$ cat src/rtl/adsr_pkg.sv
`timescale 1ns / 1ps
// ----------------------------------------------------------------------------
// adsr_pkg
// Shared constants, codes and types for the linear ADSR envelope generator.
// ----------------------------------------------------------------------------
package adsr_pkg;

    localparam int COUNT_BITS      = 32;
    localparam int LEVEL_FRAC_BITS = 15;

    localparam int TICK_W  = 24;
    localparam int LVL_W   = 16;
    localparam int PH_W    = 2;
    localparam int PROD_W  = TICK_W + LVL_W;
    localparam int IDX_W   = 3;

    localparam int DIV_STEPS = LVL_W;
    localparam int STEP_W    = $clog2(DIV_STEPS);

    localparam logic [COUNT_BITS-1:0] CNT_MAX = '1;
    localparam logic [LVL_W-1:0] SMALL_LEVEL =
        LVL_W'((64'd1 << LEVEL_FRAC_BITS) / 64'd10000);

    localparam logic [TICK_W-1:0] ATTACK_RST  = TICK_W'(4800);
    localparam logic [TICK_W-1:0] DECAY_RST   = TICK_W'(480);
    localparam logic [TICK_W-1:0] RELEASE_RST = TICK_W'(9600);
    localparam logic [LVL_W-1:0]  START_RST   = LVL_W'(32768);
    localparam logic [LVL_W-1:0]  SUSTAIN_RST = LVL_W'(26214);

    typedef enum logic [IDX_W-1:0] {
        REG_ATTACK  = 3'd0,
        REG_DECAY   = 3'd1,
        REG_RELEASE = 3'd2,
        REG_START   = 3'd3,
        REG_SUSTAIN = 3'd4
    } reg_idx_t;

    typedef enum logic [PH_W-1:0] {
        PH_ATTACK  = 2'd0,
        PH_DECAY   = 2'd1,
        PH_SUSTAIN = 2'd2,
        PH_RELEASE = 2'd3
    } phase_t;

    typedef enum logic [3:0] {
        ST_IDLE = 4'b0001,
        ST_MUL  = 4'b0010,
        ST_DIV  = 4'b0100,
        ST_FIN  = 4'b1000
    } state_t;

endpackage

$ cat src/rtl/adsr_envelope_generator_unit.sv
`timescale 1ns / 1ps
// ----------------------------------------------------------------------------
// adsr_envelope_generator_unit
// Linear ADSR envelope: one level and phase per sample tick transfer.
// Each tick transfer runs a multiply step, 16 restoring divide steps and a
// finish step; the input is ready again only when the finish is done, so a
// new tick is taken only after the last one has passed through the shared
// one-bit-per-cycle divider. A waiting result stalls the finish.
// Reset: asynchronous, active low; gate clear, counters zero, registers at
// their default values, no result pending.
// ----------------------------------------------------------------------------
module adsr_envelope_generator_unit
(
    input  logic                         clk,
    input  logic                         rst_n,
    input  logic                         cfg_valid,
    output logic                         cfg_ready,
    input  logic [adsr_pkg::IDX_W-1:0]   cfg_index,
    input  logic [adsr_pkg::TICK_W-1:0]  cfg_data,
    input  logic                         s_tvalid,
    output logic                         s_tready,
    input  logic [7:0]                   s_tdata,   // note_on, note_off, zero pad
    output logic                         m_tvalid,
    input  logic                         m_tready,
    output logic [23:0]                  m_tdata    // level[15:0], phase[17:16], zero pad
);

    localparam int CW = adsr_pkg::COUNT_BITS;
    localparam int TW = adsr_pkg::TICK_W;
    localparam int LW = adsr_pkg::LVL_W;

    adsr_pkg::state_t state_reg, state_next;

    logic [TW-1:0] attack_reg, decay_reg, release_reg;
    logic [LW-1:0] start_reg, sustain_reg;

    logic          gate_reg;
    logic [CW-1:0] since_on_reg, since_off_reg;

    logic [TW-1:0]             x_reg;
    logic [LW-1:0]             mult_reg;
    logic [TW-1:0]             div_reg;
    logic [LW-1:0]             base_reg;
    logic                      add_reg;
    logic [adsr_pkg::PH_W-1:0] phase_reg;
    logic [TW-1:0]             rem_reg;
    logic [LW-1:0]             quo_reg;
    logic [adsr_pkg::STEP_W-1:0] step_reg;

    logic          out_valid_reg;
    logic [LW-1:0] out_level_reg;
    logic [adsr_pkg::PH_W-1:0] out_phase_reg;

    logic          in_xfer;
    logic          note_on, note_off;
    logic          gate_new;
    logic [CW-1:0] t_eff, s_eff, t_minus_a;
    logic [CW-1:0] a_ext, ad_ext, r_ext;
    logic          in_attack, in_decay, rel_done;
    logic          slot_free;

    logic [adsr_pkg::PROD_W-1:0] prod;
    logic [TW+1:0] trial;
    logic          ge;
    logic [LW:0]   sum;
    logic [LW-1:0] lvl;

    assign cfg_ready = 1'b1;
    assign s_tready  = (state_reg == adsr_pkg::ST_IDLE);
    assign in_xfer   = s_tvalid && s_tready;
    assign note_on   = s_tdata[0];
    assign note_off  = s_tdata[1];

    assign m_tvalid = out_valid_reg;
    assign m_tdata  = {6'd0, out_phase_reg, out_level_reg};

    // event handling and phase selection
    always_comb
    begin
        gate_new  = note_off ? 1'b0 : (note_on ? 1'b1 : gate_reg);
        t_eff     = note_on  ? '0 : since_on_reg;
        s_eff     = note_off ? '0 : since_off_reg;
        a_ext     = CW'(attack_reg);
        r_ext     = CW'(release_reg);
        ad_ext    = CW'({1'b0, attack_reg} + {1'b0, decay_reg});
        t_minus_a = t_eff - a_ext;
        in_attack = (attack_reg != '0) && (t_eff <= a_ext);
        in_decay  = (decay_reg != '0) && (t_eff <= ad_ext);
        rel_done  = (release_reg == '0) || (s_eff >= r_ext);
    end

    assign prod  = adsr_pkg::PROD_W'(x_reg) * adsr_pkg::PROD_W'(mult_reg);
    assign trial = {1'b0, rem_reg, quo_reg[LW-1]} - {2'b00, div_reg};
    assign ge    = !trial[TW+1];
    assign sum   = add_reg ? ({1'b0, base_reg} + {1'b0, quo_reg})
                           : ({1'b0, base_reg} - {1'b0, quo_reg});
    assign lvl   = (sum[LW-1:0] <= adsr_pkg::SMALL_LEVEL) ? '0 : sum[LW-1:0];
    assign slot_free = !out_valid_reg || m_tready;

    always_comb
    begin
        state_next = state_reg;
        case (state_reg)
            adsr_pkg::ST_IDLE: if (in_xfer) state_next = adsr_pkg::ST_MUL;
            adsr_pkg::ST_MUL:  state_next = adsr_pkg::ST_DIV;
            adsr_pkg::ST_DIV:
                if (step_reg == adsr_pkg::STEP_W'(adsr_pkg::DIV_STEPS - 1))
                    state_next = adsr_pkg::ST_FIN;
            adsr_pkg::ST_FIN:  if (slot_free) state_next = adsr_pkg::ST_IDLE;
            default:           state_next = adsr_pkg::ST_IDLE;
        endcase
    end

    // configuration registers
    always_ff @(posedge clk or negedge rst_n)
    begin
        if (!rst_n)
        begin
            attack_reg  <= adsr_pkg::ATTACK_RST;
            decay_reg   <= adsr_pkg::DECAY_RST;
            release_reg <= adsr_pkg::RELEASE_RST;
            start_reg   <= adsr_pkg::START_RST;
            sustain_reg <= adsr_pkg::SUSTAIN_RST;
        end
        else if (cfg_valid && cfg_ready)
        begin
            case (cfg_index)
                adsr_pkg::REG_ATTACK:  attack_reg  <= cfg_data;
                adsr_pkg::REG_DECAY:   decay_reg   <= cfg_data;
                adsr_pkg::REG_RELEASE: release_reg <= cfg_data;
                adsr_pkg::REG_START:   start_reg   <= cfg_data[LW-1:0];
                adsr_pkg::REG_SUSTAIN: sustain_reg <= cfg_data[LW-1:0];
                default: ;
            endcase
        end
    end

    // control state
    always_ff @(posedge clk or negedge rst_n)
    begin
        if (!rst_n)
        begin
            state_reg     <= adsr_pkg::ST_IDLE;
            gate_reg      <= 1'b0;
            since_on_reg  <= '0;
            since_off_reg <= '0;
            step_reg      <= '0;
            out_valid_reg <= 1'b0;
        end
        else
        begin
            state_reg <= state_next;
            if (in_xfer)
            begin
                gate_reg      <= gate_new;
                since_on_reg  <= (t_eff == adsr_pkg::CNT_MAX) ? t_eff : t_eff + 1'b1;
                since_off_reg <= (s_eff == adsr_pkg::CNT_MAX) ? s_eff : s_eff + 1'b1;
            end
            if (state_reg == adsr_pkg::ST_MUL)
                step_reg <= '0;
            else if (state_reg == adsr_pkg::ST_DIV)
                step_reg <= step_reg + 1'b1;
            if (state_reg == adsr_pkg::ST_FIN && slot_free)
                out_valid_reg <= 1'b1;
            else if (m_tready)
                out_valid_reg <= 1'b0;
        end
    end

    // datapath: operand setup, multiply, restoring divide, result
    always_ff @(posedge clk)
    begin
        if (in_xfer)
        begin
            if (gate_new && in_attack)
            begin
                x_reg     <= t_eff[TW-1:0];
                mult_reg  <= start_reg;
                div_reg   <= attack_reg;
                base_reg  <= '0;
                add_reg   <= 1'b1;
                phase_reg <= adsr_pkg::PH_ATTACK;
            end
            else if (gate_new && in_decay)
            begin
                x_reg     <= t_minus_a[TW-1:0];
                mult_reg  <= (sustain_reg >= start_reg) ? sustain_reg - start_reg
                                                        : start_reg - sustain_reg;
                div_reg   <= decay_reg;
                base_reg  <= start_reg;
                add_reg   <= (sustain_reg >= start_reg);
                phase_reg <= adsr_pkg::PH_DECAY;
            end
            else if (gate_new)
            begin
                x_reg     <= '0;
                mult_reg  <= '0;
                div_reg   <= TW'(1);
                base_reg  <= sustain_reg;
                add_reg   <= 1'b0;
                phase_reg <= adsr_pkg::PH_SUSTAIN;
            end
            else if (rel_done)
            begin
                x_reg     <= '0;
                mult_reg  <= '0;
                div_reg   <= TW'(1);
                base_reg  <= '0;
                add_reg   <= 1'b0;
                phase_reg <= adsr_pkg::PH_RELEASE;
            end
            else
            begin
                x_reg     <= s_eff[TW-1:0];
                mult_reg  <= sustain_reg;
                div_reg   <= release_reg;
                base_reg  <= sustain_reg;
                add_reg   <= 1'b0;
                phase_reg <= adsr_pkg::PH_RELEASE;
            end
        end
        if (state_reg == adsr_pkg::ST_MUL)
        begin
            rem_reg <= prod[adsr_pkg::PROD_W-1:LW];
            quo_reg <= prod[LW-1:0];
        end
        else if (state_reg == adsr_pkg::ST_DIV)
        begin
            rem_reg <= ge ? trial[TW-1:0] : {rem_reg[TW-2:0], quo_reg[LW-1]};
            quo_reg <= {quo_reg[LW-2:0], ge};
        end
        if (state_reg == adsr_pkg::ST_FIN && slot_free)
        begin
            out_level_reg <= lvl;
            out_phase_reg <= phase_reg;
        end
    end

    a_start_mul: assert property (@(posedge clk) disable iff (!rst_n)
        in_xfer |=> state_reg == adsr_pkg::ST_MUL)
        else $error("transfer did not start the multiply step");

    a_div_nonzero: assert property (@(posedge clk) disable iff (!rst_n)
        state_reg == adsr_pkg::ST_DIV |-> div_reg != '0)
        else $error("divide with zero divisor");

    a_rem_bound: assert property (@(posedge clk) disable iff (!rst_n)
        state_reg == adsr_pkg::ST_DIV |-> rem_reg < div_reg)
        else $error("partial remainder out of range");

    a_on_count: assert property (@(posedge clk) disable iff (!rst_n)
        in_xfer && !note_on && since_on_reg != adsr_pkg::CNT_MAX
        |=> since_on_reg == $past(since_on_reg) + 1'b1)
        else $error("note-on counter did not advance");

endmodule

$ cat config.mk
export PLATFORM = sky130hd
export DESIGN_NAME = adsr_envelope_generator_unit
export DESIGN_NICKNAME = d
export VERILOG_FILES = /design/src/rtl/adsr_pkg.sv /design/src/rtl/adsr_envelope_generator_unit.sv
export SDC_FILE = /design/constraint.sdc
export NUM_CORES = 2
export LEC_CHECK = 0
export ABC_AREA = 1
export BUFFER_PORTS_ARGS = -buffer_cell sky130_fd_sc_hd__buf_2
export CAP_MARGIN = 20
export CORE_MARGIN = 5
export CORE_UTILIZATION = 50
export CTS_CLUSTER_SIZE = 25
export DETAILED_ROUTE_END_ITERATION = 10
export HOLD_SLACK_MARGIN = 0.05
export PLACE_DENSITY = 0.7
export SETUP_SLACK_MARGIN = 0.02
export SLEW_MARGIN = 40
export SYNTH_ARGS = -nofsm -noshare
export SYNTH_HDL_FRONTEND = slang
export SYNTH_SLANG_ARGS = --single-unit
$ cat constraint.sdc
create_clock -name clk -period 5.6 [get_ports clk]
set_input_delay 0.56 -clock clk [delete_from_list [all_inputs] [get_ports clk]]
set_output_delay 0.56 -clock clk [all_outputs]
set_load 0.05 [all_outputs]
==> flow_summary_export.csv <==
group,metric,value,unit
outcome,status,"finished, violations left",
outcome,violations,"setup timing",
routing,wire_per_inst,18.4,um
global_routing,grt_pass1_wl,186000,um
clock_tree,cts_tree,"built",
worst_setup_path,crit_fanout,15,
global_routing,grtUsageMet2,45.4,%
routing,drtPass1Iterations,6,
worst_setup_path,cp_common_cell,"fa_1",
sta,slew_viol_final,0,
sta,worstMarginPinSlew,824,ps
clock_tree,clockBufferDepth,3,
worst_setup_path,cp_slowest_cell,"fa_1",
sta,setup_violations,25,
clock_tree,numClockSinks,319,
worst_setup_path,slowest_delay,550,ps
synth,avgSynthCellArea,7.22,sq um
synth,synth.distinct_cells,56,
sta,min_period_over_period,104,%
worst_setup_path,cp.arrival,6140,ps
final_layout,final_common_cell,"nand2_1",
clock_tree,numCtsBuffers,40,
sta,rsz0062_at_grt,"true",
sta,finClkSkew,43.3,ps
worst_setup_path,end_kind,"flop",
routing,vias_per_cell,5.47,
hold_path,hold_class,"in2reg",
global_routing,grt.busiest_layer,"met2",
floorplan,row_count,100,
final_layout,fin_nets,6021,
global_routing,grt_use_total,28.5,%
final_layout,drive_gt1_share,12.7,%
placed_design,gp_congestion,1.02,
worst_setup_path,worstSetupPathType,"reg2reg",
floorplan,boundaryPins,67,
final_layout,postLayoutCoreUtil,57.8,%
final_layout,final_cells,6384,
sta,fmax,0.172,GHz
placed_design,dp.cells,6280,
job,drv_cap,0,
global_routing,grtUsageMet1,39.3,%
sta,fin_crit,5820,ps
routing,postRouteAntennaNets,0,
synth,yosys.area.top_type,"fa_1",
worst_setup_path,cp-start-kind,"flop",
sta,finalHoldViolations,0,
synth,synth-async-reset-ratio,55.8,%
floorplan,core_area,0.0747,sq mm
synth,synth-edff-count,141,
final_layout,most-common-layout-cells,"nand2_1, inv_1, fa_1, nor2_1, ha_1",
global_routing,antenna_found_initial,3,
floorplan,start_util,50.6,%
global_routing,grt_max_degree,133,
routing,drtIter0Drc,3341,
clock_tree,root_buffer,"clkbuf_16",
placed_design,dp_hpwl,92000,um
synth,synth_area_leaders,"fa_1, nand2_1, edfxtp_1",
final_layout,area_growth_syn_to_layout,14.3,%
worst_setup_path,critical_path_required,5920,ps
floorplan,design.die.area,0.0812,sq mm
global_routing,grt_pass1_vias,33800,
final_layout,antenna_cells,0,
synth,syn-cell-area,0.0378,sq mm
placed_design,numPortBuffers,53,
floorplan,die_w,285,um
final_layout,filler_cell_count,6919,
routing,drc,0,
worst_setup_path,critPathBufInv,8,
synth,synth-seq-cells,319,
synth,ys.flop_type,"dfrtp_1",
routing,vias,34900,
final_layout,multi_input_area,0.0256,sq mm
clock_tree,cts.clk_slew.worst_paths,70,ps
worst_setup_path,critPathTopFamily,"adder cells",
routing,routed_wl,118000,um
sta,fin_ws,-223,ps
sta,slew_headroom,44.9,%
synth,synth_cells,5232,
placed_design,post-place-ws,-411,ps
sta,hold_slack,262,ps
global_routing,grt_use_met3,5.75,%
synth,yosysSeqAreaShare,23.1,%
worst_setup_path,worstPathCellList,"buf_12 > nand2_1 > inv_1 > fa_1 > inv_1 > fa_1 > fa_1 > inv_1 > fa_1 > fa_1 > inv_1 > fa_1 > inv_1 > ha_4 > a21oi_4 > buf_4 > o21a_1 > nand2_2 > nor2_2 > o21ai_2 > buf_4 > xor2_1 > nand2_1 > nand2_1",
global_routing,grt_overflow,0,
floorplan,die_h,285,um
synth,ys_warn_count,0,
clock_tree,clock_latency,580,ps
synth,synth_top_area_share,16.5,%
final_layout,seqCellArea,0.00872,sq mm
clock_tree,htree_levels,2,
==> final timing paths <==
check	to	start	slack (ps)	cells after the start
max	rem_reg[3]	mult_reg[6]	-220	24
min	m_tvalid	m_tready	260	4
max reg2reg	rem_reg[3]	mult_reg[6]	-220	24
min reg2reg	out_phase_reg[0]	phase_reg[0]	410	0
max in group asynchronous	start_reg[14]	rst_n	4020	3
min in group asynchronous	since_off_reg[28]	rst_n	480	2
==> layer usage <==
layer | vias to the layer above | wire length, um | part of all wire (%)
li1 | 16600 | - | -
met1 | 16600 | 49200 | 42
met2 | 1462 | 53000 | 45
met3 | 253 | 10900 | 9.3
met4 | 2 | 4530 | 3.9
met5 | - | 13 | 0.011
==> Yosys cell counts, drive strengths merged (23+ instances only) <==
cell	instances
nand2	1564
inv	975
nor2	360
fa	312
o21ai	308
ha	283
a21oi	247
nand3	163
dfrtp	156
clkbuf	148
edfxtp	141
nand4	128
xor2	125
nor3	75
buf	51
xnor2	41
o21bai	23
==> area by class of cell <==
cell class                      count  area share (%)
Multi-Input combinational cell   3743            59.2
Inverter                          976            8.48
Clock inverter                     26           0.652
Sequential cell                   319            20.2
Tap cell                          969            2.81
Timing Repair Buffer              306            6.28
Clock buffer                       45            2.38
==> per-stage QoR <==
stage / TNS, ps / area (sq um)
after floorplan: 0 / 37800
after global placement: -6120 / 40400
after detailed placement: -6560 / 40400
after CTS: -3020 / 42800
after global routing: -8840 / 43200
final: -3150 / 43200
==> cells by family (layout without fill, tap and decap cells) <==
group           after synthesis  count (layout)  synth area share, %
compound gates              633             633                 9.01
xor+xnor                    166             166                 3.85
fa+ha+maj                   595             595                 25.9
buf+inv                    1175            1353                 12.0
flops                       319             319                 23.1
other cells                   2               7               0.0199
simple gates               2342            2342                 26.1
==> tightest hold or removal path, cell delays in order <==
cell and delay, ps:
buf_2 70, nor2_1 40, inv_1 60, nand2_1 50
==> timing repair <==
| item | 4_1_cts | 5_1_grt |
|---|---|---|
| resized for setup | 179 | 102 |
| buffers inserted | 21 | 8 |
| endpoints found under the hold margin | 46 | 0 |
| pin swaps | 48 | 29 |
| hold buffers | 1 | 0 |
| setup endpoints to repair | 27 | 31 |
| gates cloned | 4 | 0 |
Power is not shown: default switching activity piles up to over one toggle a cycle in this logic, so the estimate is an artifact.
